## src/rtl/ip4_pkg.sv

```systemverilog
// Shared types, mode codes and rounding filters for the 4x4 luma intra predictor.
`default_nettype none

package ip4_pkg;

    // Prediction modes in standard numbering
    typedef enum logic [3:0] {
        MODE_VERT  = 4'd0,
        MODE_HORZ  = 4'd1,
        MODE_DC    = 4'd2,
        MODE_DDL   = 4'd3,
        MODE_DDR   = 4'd4,
        MODE_VR    = 4'd5,
        MODE_HD    = 4'd6,
        MODE_VL    = 4'd7,
        MODE_HU    = 4'd8
    } mode_t;

    localparam logic [7:0] DC_DEFAULT = 8'h80;

    // One classified block job: index 0 of both edges is the corner pixel
    typedef struct packed {
        mode_t             mode;
        logic [8:0][7:0]   tp;
        logic [4:0][7:0]   lf;
        logic [7:0]        dc;
    } ip4_job_t;

    // Rounded 2-tap filter (a+b+1)>>1
    function automatic logic [7:0] avg2(input logic [7:0] a, input logic [7:0] b);
        logic [8:0] s;
        s = {1'b0, a} + {1'b0, b} + 9'd1;
        return s[8:1];
    endfunction

    // Rounded 3-tap filter (a+2b+c+2)>>2
    function automatic logic [7:0] avg3(input logic [7:0] a, input logic [7:0] b,
                                        input logic [7:0] c);
        logic [9:0] s;
        s = {2'b00, a} + {1'b0, b, 1'b0} + {2'b00, c} + 10'd2;
        return s[9:2];
    endfunction

endpackage

`default_nettype wire

```

## src/rtl/intra_pred_4x4_luma.sv

```systemverilog
// Top level of the 4x4 luma intra predictor: front end, job queue and row generator.
//
// Input side is a queue write port: a request word is taken at a clock edge with push
// high and full low. It carries the mode, eight top pixels, four left pixels, the
// corner pixel and three availability flags.
// Output side is a queue read port: while empty is low the oldest row word is on
// row_index, row_pixels and last_row, and it is taken at an edge with pop high.
// Every request gives four row words, top row first; last_row marks the fourth.
// When the block is idle, a taken request is written into the job queue and its first row
// is then registered in the output register. Throughput: one row word per cycle while the
// receiver pops, set by the single row generator that makes one row per cycle.
// A two-entry job queue holds the request whose rows are being made plus one more,
// so push keeps being accepted while rows of an earlier request are still drained.
// When the receiver stalls, the row register holds its word and the queue fills;
// full rises once both entries are taken. Reset empties the queue and the output
// register; no request or row survives it.
`default_nettype none

module intra_pred_4x4_luma (
    input  wire logic         clk,
    input  wire logic         rst_n,
    input  wire logic         push,
    output logic              full,
    input  wire logic [3:0]   req_type,
    input  wire logic [63:0]  top_pixels,
    input  wire logic [31:0]  left_pixels,
    input  wire logic [7:0]   corner_pixel,
    input  wire logic         left_available,
    input  wire logic         top_available,
    input  wire logic         top_right_available,
    output logic              empty,
    input  wire logic         pop,
    output logic [1:0]        row_index,
    output logic [31:0]       row_pixels,
    output logic              last_row
);
    import ip4_pkg::*;

    ip4_job_t in_job;
    ip4_job_t head_job;
    logic     q_empty;
    logic     q_pop;

    // Classify the incoming request
    ip4_front u_front (
        .req_type            (req_type),
        .top_pixels          (top_pixels),
        .left_pixels         (left_pixels),
        .corner_pixel        (corner_pixel),
        .left_available      (left_available),
        .top_available       (top_available),
        .top_right_available (top_right_available),
        .job                 (in_job)
    );

    // Decoupling queue
    ip4_queue u_queue (
        .clk    (clk),
        .rst_n  (rst_n),
        .wr_en  (push),
        .wr_job (in_job),
        .full   (full),
        .rd_en  (q_pop),
        .rd_job (head_job),
        .empty  (q_empty)
    );

    // Row generation
    ip4_back u_back (
        .clk        (clk),
        .rst_n      (rst_n),
        .job        (head_job),
        .job_empty  (q_empty),
        .job_pop    (q_pop),
        .empty      (empty),
        .pop        (pop),
        .row_index  (row_index),
        .row_pixels (row_pixels),
        .last_row   (last_row)
    );

endmodule

`default_nettype wire

```

## src/rtl/ip4_front.sv

```systemverilog
// Front end: unpacks a request, fixes up the top-right edge, normalises the mode, works out DC.
`default_nettype none

module ip4_front (
    input  wire logic [3:0]      req_type,
    input  wire logic [63:0]     top_pixels,
    input  wire logic [31:0]     left_pixels,
    input  wire logic [7:0]      corner_pixel,
    input  wire logic            left_available,
    input  wire logic            top_available,
    input  wire logic            top_right_available,
    output ip4_pkg::ip4_job_t    job
);
    import ip4_pkg::*;

    logic [9:0]  sum_top;
    logic [9:0]  sum_left;
    logic [10:0] sum_both;

    // Edge sums for DC
    always_comb
    begin
        sum_top  = 10'(top_pixels[7:0]) + 10'(top_pixels[15:8])
                 + 10'(top_pixels[23:16]) + 10'(top_pixels[31:24]);
        sum_left = 10'(left_pixels[7:0]) + 10'(left_pixels[15:8])
                 + 10'(left_pixels[23:16]) + 10'(left_pixels[31:24]);
        sum_both = {1'b0, sum_top} + {1'b0, sum_left} + 11'd4;
    end

    // Build the job word
    always_comb
    begin
        job.tp[0] = corner_pixel;
        job.lf[0] = corner_pixel;
        for (int i = 0; i < 4; i++)
        begin
            job.tp[i + 1] = top_pixels[8*i +: 8];
            job.lf[i + 1] = left_pixels[8*i +: 8];
        end
        // missing top-right repeats t3
        for (int i = 4; i < 8; i++)
        begin
            job.tp[i + 1] = top_right_available ? top_pixels[8*i +: 8] : top_pixels[31:24];
        end

        // codes past horizontal-up fall back to DC
        if (req_type > 4'(MODE_HU))
            job.mode = MODE_DC;
        else
            job.mode = mode_t'(req_type);

        priority if (left_available && top_available)
            job.dc = sum_both[10:3];
        else if (left_available)
            job.dc = 8'((sum_left + 10'd2) >> 2);
        else if (top_available)
            job.dc = 8'((sum_top + 10'd2) >> 2);
        else
            job.dc = DC_DEFAULT;
    end

endmodule

`default_nettype wire

```

## src/rtl/ip4_queue.sv

```systemverilog
// Two-entry job queue between the front end and the row generator.
`default_nettype none

module ip4_queue (
    input  wire logic            clk,
    input  wire logic            rst_n,
    input  wire logic            wr_en,
    input  wire ip4_pkg::ip4_job_t wr_job,
    output logic                 full,
    input  wire logic            rd_en,
    output ip4_pkg::ip4_job_t    rd_job,
    output logic                 empty
);
    import ip4_pkg::*;

    ip4_job_t   slot_reg [2];
    logic       wr_ptr_reg, wr_ptr_next;
    logic       rd_ptr_reg, rd_ptr_next;
    logic [1:0] count_reg, count_next;
    logic       do_wr, do_rd;

    assign full   = count_reg == 2'd2;
    assign empty  = count_reg == 2'd0;
    assign rd_job = slot_reg[rd_ptr_reg];
    assign do_wr  = wr_en && !full;
    assign do_rd  = rd_en && !empty;

    // Pointer and fill update
    always_comb
    begin
        wr_ptr_next = do_wr ? ~wr_ptr_reg : wr_ptr_reg;
        rd_ptr_next = do_rd ? ~rd_ptr_reg : rd_ptr_reg;
        count_next  = count_reg + 2'(do_wr) - 2'(do_rd);
    end

    always_ff @(posedge clk or negedge rst_n)
    begin
        if (!rst_n)
        begin
            wr_ptr_reg <= 1'b0;
            rd_ptr_reg <= 1'b0;
            count_reg  <= 2'd0;
        end
        else
        begin
            wr_ptr_reg <= wr_ptr_next;
            rd_ptr_reg <= rd_ptr_next;
            count_reg  <= count_next;
        end
    end

    // Storage
    always_ff @(posedge clk)
    begin
        if (do_wr)
            slot_reg[wr_ptr_reg] <= wr_job;
    end

endmodule

`default_nettype wire

```

## src/rtl/ip4_back.sv

```systemverilog
// Back end: turns the head job into four predicted rows, one per cycle unless stalled, into an output register.
`default_nettype none

module ip4_back (
    input  wire logic            clk,
    input  wire logic            rst_n,
    input  wire ip4_pkg::ip4_job_t job,
    input  wire logic            job_empty,
    output logic                 job_pop,
    output logic                 empty,
    input  wire logic            pop,
    output logic [1:0]           row_index,
    output logic [31:0]          row_pixels,
    output logic                 last_row
);
    import ip4_pkg::*;

    logic [1:0]  row_reg, row_next;
    logic        valid_reg, valid_next;
    logic [1:0]  idx_reg;
    logic [31:0] pix_reg;
    logic        last_reg;
    logic        advance;
    logic [31:0] row_pred;

    // One predicted pixel at column x of row y
    function automatic logic [7:0] pred_pixel(input ip4_job_t j, input int x, input int y);
        int z;
        int k;
        logic [7:0] v;
        v = j.dc;
        unique case (j.mode)
            MODE_VERT: v = j.tp[4'(x + 1)];
            MODE_HORZ: v = j.lf[3'(y + 1)];
            MODE_DC:   v = j.dc;
            MODE_DDL:
            begin
                if (x == 3 && y == 3)
                    v = avg3(j.tp[7], j.tp[8], j.tp[8]);
                else
                    v = avg3(j.tp[4'(x + y + 1)], j.tp[4'(x + y + 2)], j.tp[4'(x + y + 3)]);
            end
            MODE_DDR:
            begin
                k = x - y;
                priority if (k > 0)
                    v = avg3(j.tp[4'(k - 1)], j.tp[4'(k)], j.tp[4'(k + 1)]);
                else if (k < 0)
                    v = avg3(j.lf[3'(-k - 1)], j.lf[3'(-k)], j.lf[3'(-k + 1)]);
                else
                    v = avg3(j.tp[1], j.tp[0], j.lf[1]);
            end
            MODE_VR:
            begin
                z = 2 * x - y;
                k = x - (y >> 1);
                priority if (z >= 0 && (z & 1) == 0)
                    v = avg2(j.tp[4'(k)], j.tp[4'(k + 1)]);
                else if (z > 0)
                    v = avg3(j.tp[4'(k - 1)], j.tp[4'(k)], j.tp[4'(k + 1)]);
                else if (z == -1)
                    v = avg3(j.lf[1], j.tp[0], j.tp[1]);
                else
                    v = avg3(j.lf[3'(y)], j.lf[3'(y - 1)], j.lf[3'(y - 2)]);
            end
            MODE_HD:
            begin
                z = 2 * y - x;
                k = y - (x >> 1);
                priority if (z >= 0 && (z & 1) == 0)
                    v = avg2(j.lf[3'(k)], j.lf[3'(k + 1)]);
                else if (z > 0)
                    v = avg3(j.lf[3'(k - 1)], j.lf[3'(k)], j.lf[3'(k + 1)]);
                else if (z == -1)
                    v = avg3(j.lf[1], j.tp[0], j.tp[1]);
                else
                    v = avg3(j.tp[4'(x)], j.tp[4'(x - 1)], j.tp[4'(x - 2)]);
            end
            MODE_VL:
            begin
                k = x + (y >> 1);
                if ((y & 1) == 0)
                    v = avg2(j.tp[4'(k + 1)], j.tp[4'(k + 2)]);
                else
                    v = avg3(j.tp[4'(k + 1)], j.tp[4'(k + 2)], j.tp[4'(k + 3)]);
            end
            MODE_HU:
            begin
                z = x + 2 * y;
                k = y + (x >> 1);
                priority if (z > 5)
                    v = j.lf[4];
                else if (z == 5)
                    v = avg3(j.lf[3], j.lf[4], j.lf[4]);
                else if ((z & 1) == 0)
                    v = avg2(j.lf[3'(k + 1)], j.lf[3'(k + 2)]);
                else
                    v = avg3(j.lf[3'(k + 1)], j.lf[3'(k + 2)], j.lf[3'(k + 3)]);
            end
            default: v = j.dc;
        endcase
        return v;
    endfunction

    // Four column lanes for the current row
    always_comb
    begin
        for (int x = 0; x < 4; x++)
            row_pred[8*x +: 8] = pred_pixel(job, x, int'(row_reg));
    end

    // Move a row into the output register whenever a job is queued and the register is free or being drained
    assign advance    = !job_empty && (!valid_reg || pop);
    assign job_pop    = advance && (row_reg == 2'd3);
    assign empty      = !valid_reg;
    assign row_index  = idx_reg;
    assign row_pixels = pix_reg;
    assign last_row   = last_reg;

    always_comb
    begin
        row_next   = advance ? row_reg + 2'd1 : row_reg;
        valid_next = advance || (valid_reg && !pop);
    end

    always_ff @(posedge clk or negedge rst_n)
    begin
        if (!rst_n)
        begin
            row_reg   <= 2'd0;
            valid_reg <= 1'b0;
        end
        else
        begin
            row_reg   <= row_next;
            valid_reg <= valid_next;
        end
    end

    // Output word
    always_ff @(posedge clk)
    begin
        if (advance)
        begin
            idx_reg  <= row_reg;
            pix_reg  <= row_pred;
            last_reg <= row_reg == 2'd3;
        end
    end

endmodule

`default_nettype wire

```

## config.mk

```make
export PLATFORM = sky130hd
export DESIGN_NAME = intra_pred_4x4_luma
export DESIGN_NICKNAME = d
export VERILOG_FILES = /design/src/rtl/ip4_pkg.sv /design/src/rtl/intra_pred_4x4_luma.sv /design/src/rtl/ip4_front.sv /design/src/rtl/ip4_queue.sv /design/src/rtl/ip4_back.sv
export SDC_FILE = /design/constraint.sdc
export NUM_CORES = 2
export LEC_CHECK = 0
export BUFFER_PORTS_ARGS = -buffer_cell sky130_fd_sc_hd__clkbuf_2
export CAP_MARGIN = 0
export CORE_MARGIN = 2
export CORE_UTILIZATION = 25
export DETAILED_ROUTE_END_ITERATION = 10
export GPL_ROUTABILITY_DRIVEN = 1
export PLACE_DENSITY = 0.44
export SLEW_MARGIN = 15
export SYNTH_ARGS = -nofsm -noshare
export SYNTH_HDL_FRONTEND = slang
export SYNTH_SLANG_ARGS = --single-unit
```

## constraint.sdc

```tcl
create_clock -name clk -period 8.4 [get_ports clk]
set_input_delay 1.26 -clock clk [delete_from_list [all_inputs] [get_ports clk]]
set_output_delay 1.26 -clock clk [all_outputs]
set_load 0.05 [all_outputs]
```

Yosys cells after proc, flatten, opt, wreduce, memory -nomap -nowiden
Memory sizes are Yosys's and may differ from the RTL's. Index checks and enable logic that the tools add are counted.

Equality and inequality tests: 20. Div/mod/pow operators: 0. Shift operators: 0. $mul: 0. Bitwise gates (word level): 2. Mux-type cells: 272. $lt $le $gt $ge: 98. Add/subtract/negate cells: 202. Reduce and logical (&&, ||, !) cells: 32.

Operators by type and width (number): $mux 8 (194); $bmux 8 s4 (48); $bmux 8 s3 (22); $logic_not 32->1 (11); $add 10x8->10 (35); $add 10x2->10 const B (33); $add 8x9->10 (31); $pmux 8 s8 (4); $lt 4x6->1 const B (38); $eq 32x1->1 const B (5); $ge 32x1->1 const B (5); $gt 32x1->1 const B (5); $lt 3x5->1 const B (27); $add 8x8->9 (14); $add 9x1->9 const B (12); $eq 32x4->1 const B (3); $gt 32x4->1 const B (3); $add 4x3->4 const B (10); $add 4x2->4 const B (9); $add 3x2->4 const B (6); $lt 3x6->1 const B (4); $sub 3x2->4 const B (6); $bmux 8 s2 (1); $eq 4x3->1 const B (4); other kinds (46) (96).

RAM bits: 248. Memories: 1. Bits in latches: 0. Input port bits: 115. ROM bits: 0. Output and inout bits: 37. Flip-flop bits (word level): 42.

Memory list: u_queue.slot_reg (words 2, width 124, read ports 1, clocked after memory_dff 0, wr ports 1, line ip4_queue.sv:16) `ip4_job_t slot_reg [2];`.

Longest topological paths before layout
Word-level depth: 12. Gate-level depth with buffers: 34.

Modules after synthesis
Synthesis repeated with hierarchy kept, for this count alone.

Cells, all modules: 4721. Area total of the unflattened synthesis: 41313.4 um^2.

Modules (own cells, without submodules): ip4_back (times used 1, cells each 3843, area an instance 28541.1 um^2); ip4_queue (times used 1, cells each 404, area an instance 9342.7 um^2); ip4_front (times used 1, cells each 474, area an instance 3429.5 um^2).

Worst setup path after synthesis
OpenSTA, ideal clock, no wires.

Path type: reg2reg. Start point: reg u_back.row_reg[0]. End point: reg u_back.pix_reg[22] (netlist: u_back.row_pixels[22]) (data pin). Buffers on the path: 14. Path slack: 0.848 ns. Arrival: 7.291 ns. Stages on the path, launching flop included: 33. Period minus slack after synthesis: 7.552 ns. Data required time: 8.139 ns. Cell sequence: dfrtp_1 -> buf_6 -> buf_8 -> buf_2 -> inv_1 -> clkbuf_1 -> buf_1 -> clkbuf_1 -> clkbuf_1 -> ha_1 -> clkbuf_1 -> inv_1 -> clkbuf_1 -> clkbuf_1 -> ha_1 -> clkbuf_1 -> clkbuf_1 -> clkbuf_1 -> buf_1 -> o21ai_0 -> nor2_1 -> a21oi_1 -> fa_1 -> ha_1 -> a21o_1 -> a21oi_1 -> nor2b_1 -> a211o_1 -> a21oi_1 -> xnor2_1 -> a2111oi_0 -> nand3_1 -> a221o_1.

Longest elaborated chain between the ends: 12.

Ends and longest elaborated chain: start, declared (line ip4_back.sv:18) `logic [1:0] row_reg, row_next;`; start signal, assigned (line ip4_back.sv:135) `row_reg <= row_next;`; $sub 2x2->3 / $add 2x1->3 (equally long branches) (line ip4_back.sv:45, ip4_back.sv:34, ip4_back.sv:90); $neg 3->3, or another cell as far along (line ip4_back.sv:49) `v = avg3(j.lf[3'(-k - 1)], j.lf[3'(-k)], j.lf[3'(-k + 1)]);`; $sub 3x2->3 / $bmux 8 s3 (equally long branches) (line ip4_back.sv:49, ip4_back.sv:96, ip4_back.sv:98); $bmux 8 s3 / $mux 8 (equally long branches) (line ip4_back.sv:49, ip4_back.sv:96, ip4_back.sv:98); $mux 8 (on tied branches) (line ip4_back.sv:49, ip4_back.sv:96, ip4_back.sv:98); $mux 8 (not written as such) / $add 8x9->10 (equally long branches) (line ip4_back.sv:49, ip4_pkg.sv:40); $add 8x9->10 / $add 10x8->10 (equally long branches) (line ip4_pkg.sv:40) `s = {2'b00, a} + {1'b0, b, 1'b0} + {2'b00, c} + 10'd2;`; $add 10x8->10 / $add 10x2->10 (equally long branches) (line ip4_pkg.sv:40); $add 10x2->10 / $mux 8 (equally long branches) (line ip4_pkg.sv:40, ip4_back.sv:95); $mux 8 (on tied branches) (line ip4_back.sv:48, ip4_back.sv:93); $mux 8 (on tied branches) (line ip4_back.sv:46, ip4_back.sv:91); $pmux 8 s8 (*) (line ip4_back.sv:32) `unique case (j.mode)`; named net u_back.row_pred[22] (line ip4_back.sv:24) `logic [31:0] row_pred;`; end signal, assigned (line ip4_back.sv:146) `pix_reg <= row_pred;`; end, declared (line ip4_back.sv:21) `logic [31:0] pix_reg;`.

The timed path passes the listed nets; every way through them passes the cells marked *. The select of a mux whose other input is x is not followed. A chain may end at the register's enable or synchronous reset.

Worst setup path in the final report
Start point: reg u_queue.rd_ptr_reg. End point: reg u_back.pix_reg[23] (netlist: u_back.row_pixels[23]) (data pin).

Longest elaborated chain between the ends: 11.

Ends and longest elaborated chain: start, declared (line ip4_queue.sv:18) `logic rd_ptr_reg, rd_ptr_next;`; start signal, assigned (line ip4_queue.sv:47) `rd_ptr_reg <= rd_ptr_next;`; $mem_v2 2x124 (*); $bmux 8 s3 (on tied branches); $mux 8 (on tied branches) (2 in a row); $add 8x9->10 (line ip4_pkg.sv:40); $add 10x8->10 (line ip4_pkg.sv:40); $add 10x2->10 (line ip4_pkg.sv:40); $mux 8 (on tied branches) (line ip4_back.sv:95, ip4_back.sv:61); $mux 8 (on tied branches) (line ip4_back.sv:93, ip4_back.sv:59); $mux 8 (on tied branches) (line ip4_back.sv:91, ip4_back.sv:57); $pmux 8 s8 (*) (line ip4_back.sv:32); named net u_back.row_pred[23] (line ip4_back.sv:24).

Marks and branches as above.

==> metrics.md <==
| Metric | Value |
|---|---|
| Status | `finished clean` |
| FF+latch count, synth | `~270` |
| Seq/Total Area, Yosys | `around a fifth` |
| Post-Synthesis Cells | `4867` |
| Layout area overhead | `12.1%` |
| Synth top area cells | `edfxtp_1 (20%), ha_1 (12%), fa_1 (9.5%)` |
| Synth warn | `0` |
| Area of the mapped netlist | `0.0410 mm^2` |
| Routed length per instance | `31.5 um` |
| Starting DRT DRC Count | `5143` |
| Total Wirelength | `around 230000 um` |
| WS Path Type | `flop to flop` |
| Post-route ant nets | `0` |
| H-Tree Depth | `2` |
| Vias per inst | `5.51` |
| Initial DRT Pass Iterations | `5` |
| Filler cells | `17800` |
| Reg2Reg Depth | `19` |
| CTS resizes | `0` |
| Residual DRC | `0` |
| Synth cell types | `109` |
| Min Tclk post-route | `7.66 ns` |
| First-pass GRT wire length | `310000 um` |
| Largest net degree at the start of global routing | `roughly 140` |
| Synth async-reset ratio | `2.55%` |
| Clk buf depth | `3` |
| Worst r2r src | `u_queue.rd_ptr_reg` |
| Worst Path Arrival | `about 8 ns` |
| Worst-path cell with the longest stage delay | `dfrtp_4` |
| Post-DP HPWL | `186000 um` |
| Pins over their slew limit | `0` |
| Total Routing Usage GR | `26.3%` |
| R2R setup slack | `roughly 0.74 ns` |
| # port buffers | `151` |
| Core Box Area | `0.163 mm^2` |
| Rel. slew slack | `5.91%` |
| Most frequent cells after synthesis | `inv_1 (586), nand2_1 (456), nor2_1 (422), ha_1 (401), a21oi_1 (384)` |
| Largest register FFs | `232` |
| Num rows | `approximately 150` |
| Max Cap Viol | `0` |
| Die X | `409 um` |
| Most frequent CP cell | `inv_1` |
| Crit path launch type | `flop` |
| Clk_lat worst skew | `0.64 ns` |
| R2R Path End | `u_back.row_pixels[23]` |
| Routing usage on met1 | `37.3%` |
| EDFF count, synth | `267` |
| Most numerous cell in the Yosys netlist | `inv_1` |
| Worst Path Required | `8.74 ns` |
| Clk_skew | `0.0551 ns` |
| HP Class | `primary input to asynchronous set/reset pin` |
| M2 GR Usage | `between 30 and 40%` |
| Total die area | `0.167 mm^2` |
| Setup TNS | `0 ns` |
| Total CTS buffers | `35` |
| Clk sinks | `~270` |
| Total number of vias | `between 30000 and 40000` |
| CTS tree | `yes` |
| Clock Root Buffer | `clkbuf_16` |
| Unrepaired setup endpoints after global routing | `no` |
| Layout cells sized above 1 | `11.5%` |
| Post-CTS Setup Inserts | `0` |
| Die H | `409 um` |
| Final setup fails | `0` |
| Nets@finish | `5684` |
| F_max | `about 0.13 GHz` |
| Final Hold Fails | `0` |
| Largest stage delay on the critical path | `1.05 ns` |
| GR Util met3 | `4.71%` |
| Setup slack after layout | `roughly 0.74 ns` |
| # hold bufs at CTS | `0` |
| Post-synth top flop | `edfxtp_1` |
| Yosys top cell by area | `edfxtp_1` |
| Vias in the first global route | `37300` |
| Syn Nets | `~5600` |
| GRT Max-Usage Layer | `met2` |
| Starting Density | `25.2%` |
| I/O pins | `152` |
| Gpl congestion | `1.02` |
| Worst Setup End Kind | `flop` |
| GRT overflow | `0` |
| Share of the synthesized area in the top cell type | `roughly a fifth` |
| Cell Chain, Critical Path | `buf_12 > mux2i_1 > inv_1 > nor2_1 > a21oi_1 > mux2i_1 > and2_1 > o32ai_1 > inv_1 > fa_1 > inv_1 > ha_1 > a21oi_1 > nor2_1 > o21ai_0 > o211ai_1 > a211oi_1 > o211ai_1 > or4_1` |
| Clock-pin slew on the worst setup and hold paths | `0.07 ns` |
| Worst-Margin Slew | `between 1 and 1.5 ns` |
| Synth Area per Inst | `8.43 um^2` |
| Post-placement setup slack | `roughly 0.80 ns` |
| CP max FO | `65` |
| Initial antenna violation count | `21` |
| Crit share post-route | `between 90% and 100%` |
[cells by family (layout without fill, tap and decap cells)]
kind of cell | count (synthesis) | count (layout) | share of synthesized area, %
XOR/XNOR | 241 | 241 | 5.14
AND/OR/NAND/NOR | 1354 | 1354 | 15.1
flip-flops | 274 | 274 | 20.0
multiplexers | 320 | 320 | 10.1
AO/OA/AOI/OAI | 1273 | 1273 | 20.2
buffers and inverters | 810 | 943 | 7.79
adder cells (fa/ha/maj) | 595 | 595 | 21.7
other | 0 | 7 | 0
[layer usage]
layer	wire (um)	vias to the layer above
met5	74	-
met4	10900	10
met3	20500	333
met2	95500	1972
met1	99600	19700
li1	-	17500
[layout by cell type, fill, tap and decap left out, drive strengths merged, types with 38 or more instances in the layout]
master / count
nand3: 74
a21o: 80
xnor2: 155
mux2: 81
nand2: 457
nor3: 77
edfxtp: 267
ha: 401
a21oi: 387
fa: 194
o21ai: 281
nor2: 422
o22ai: 56
nand2b: 57
inv: 596
buf: 134
o21a: 38
mux2i: 174
xor2: 86
nor2b: 53
clkbuf: 191
mux4: 65
a211oi: 56
o211ai: 39
[how the worst max path moves through the flow]
stage                        from                    end  slack [ns]  depth (start not counted)
2_1_floorplan   u_back.row_reg[0]  u_back.row_pixels[22]        0.85                         32
3_3_place_gp   u_queue.rd_ptr_reg  u_back.row_pixels[23]        0.89                         19
3_5_place_dp   u_queue.rd_ptr_reg  u_back.row_pixels[23]        0.80                         19
4_1_cts        u_queue.rd_ptr_reg  u_back.row_pixels[23]        0.75                         19
5_1_grt        u_queue.rd_ptr_reg  u_back.row_pixels[23]        0.47                         19
6_report       u_queue.rd_ptr_reg  u_back.row_pixels[23]        0.74                         19
[cell type report]
class	count	area (um^2)	area share (%)
multi-input cells	3783	29800	64.8
well taps	2175	2720	5.92
clock inverters	23	239	0.519
flip-flops and latches	274	8200	17.8
repair buffers	285	1860	4.05
clock buffers	40	916	1.99
inverters	595	2230	4.86
diodes	7	17.5	0.0381
[per-stage QoR]
stage	utilization, %	instances	hold slack (ns)	instance area [um^2]
floorplan	-	4867	0.454	41000
global placement	27.5	7112	0.488	44800
detailed placement	27.5	7112	0.493	44800
CTS	28.2	7175	0.455	46000
global route	28.2	7177	0.488	46000
finish	28.2	7182	0.481	46000
[critical path, delay by kind of cell, from the launching register on]
kind / cells / cell delay, ns
flops: 1 / 1.05
fa+ha+maj: 2 / 0.91
mux: 2 / 0.54
compound gates: 7 / 2.98
simple gates: 4 / 0.90
buf+inv: 4 / 0.88
Power is left out: the tool's default activity adds up to more than one toggle a clock period on the data nets, which glitch-free logic cannot reach.
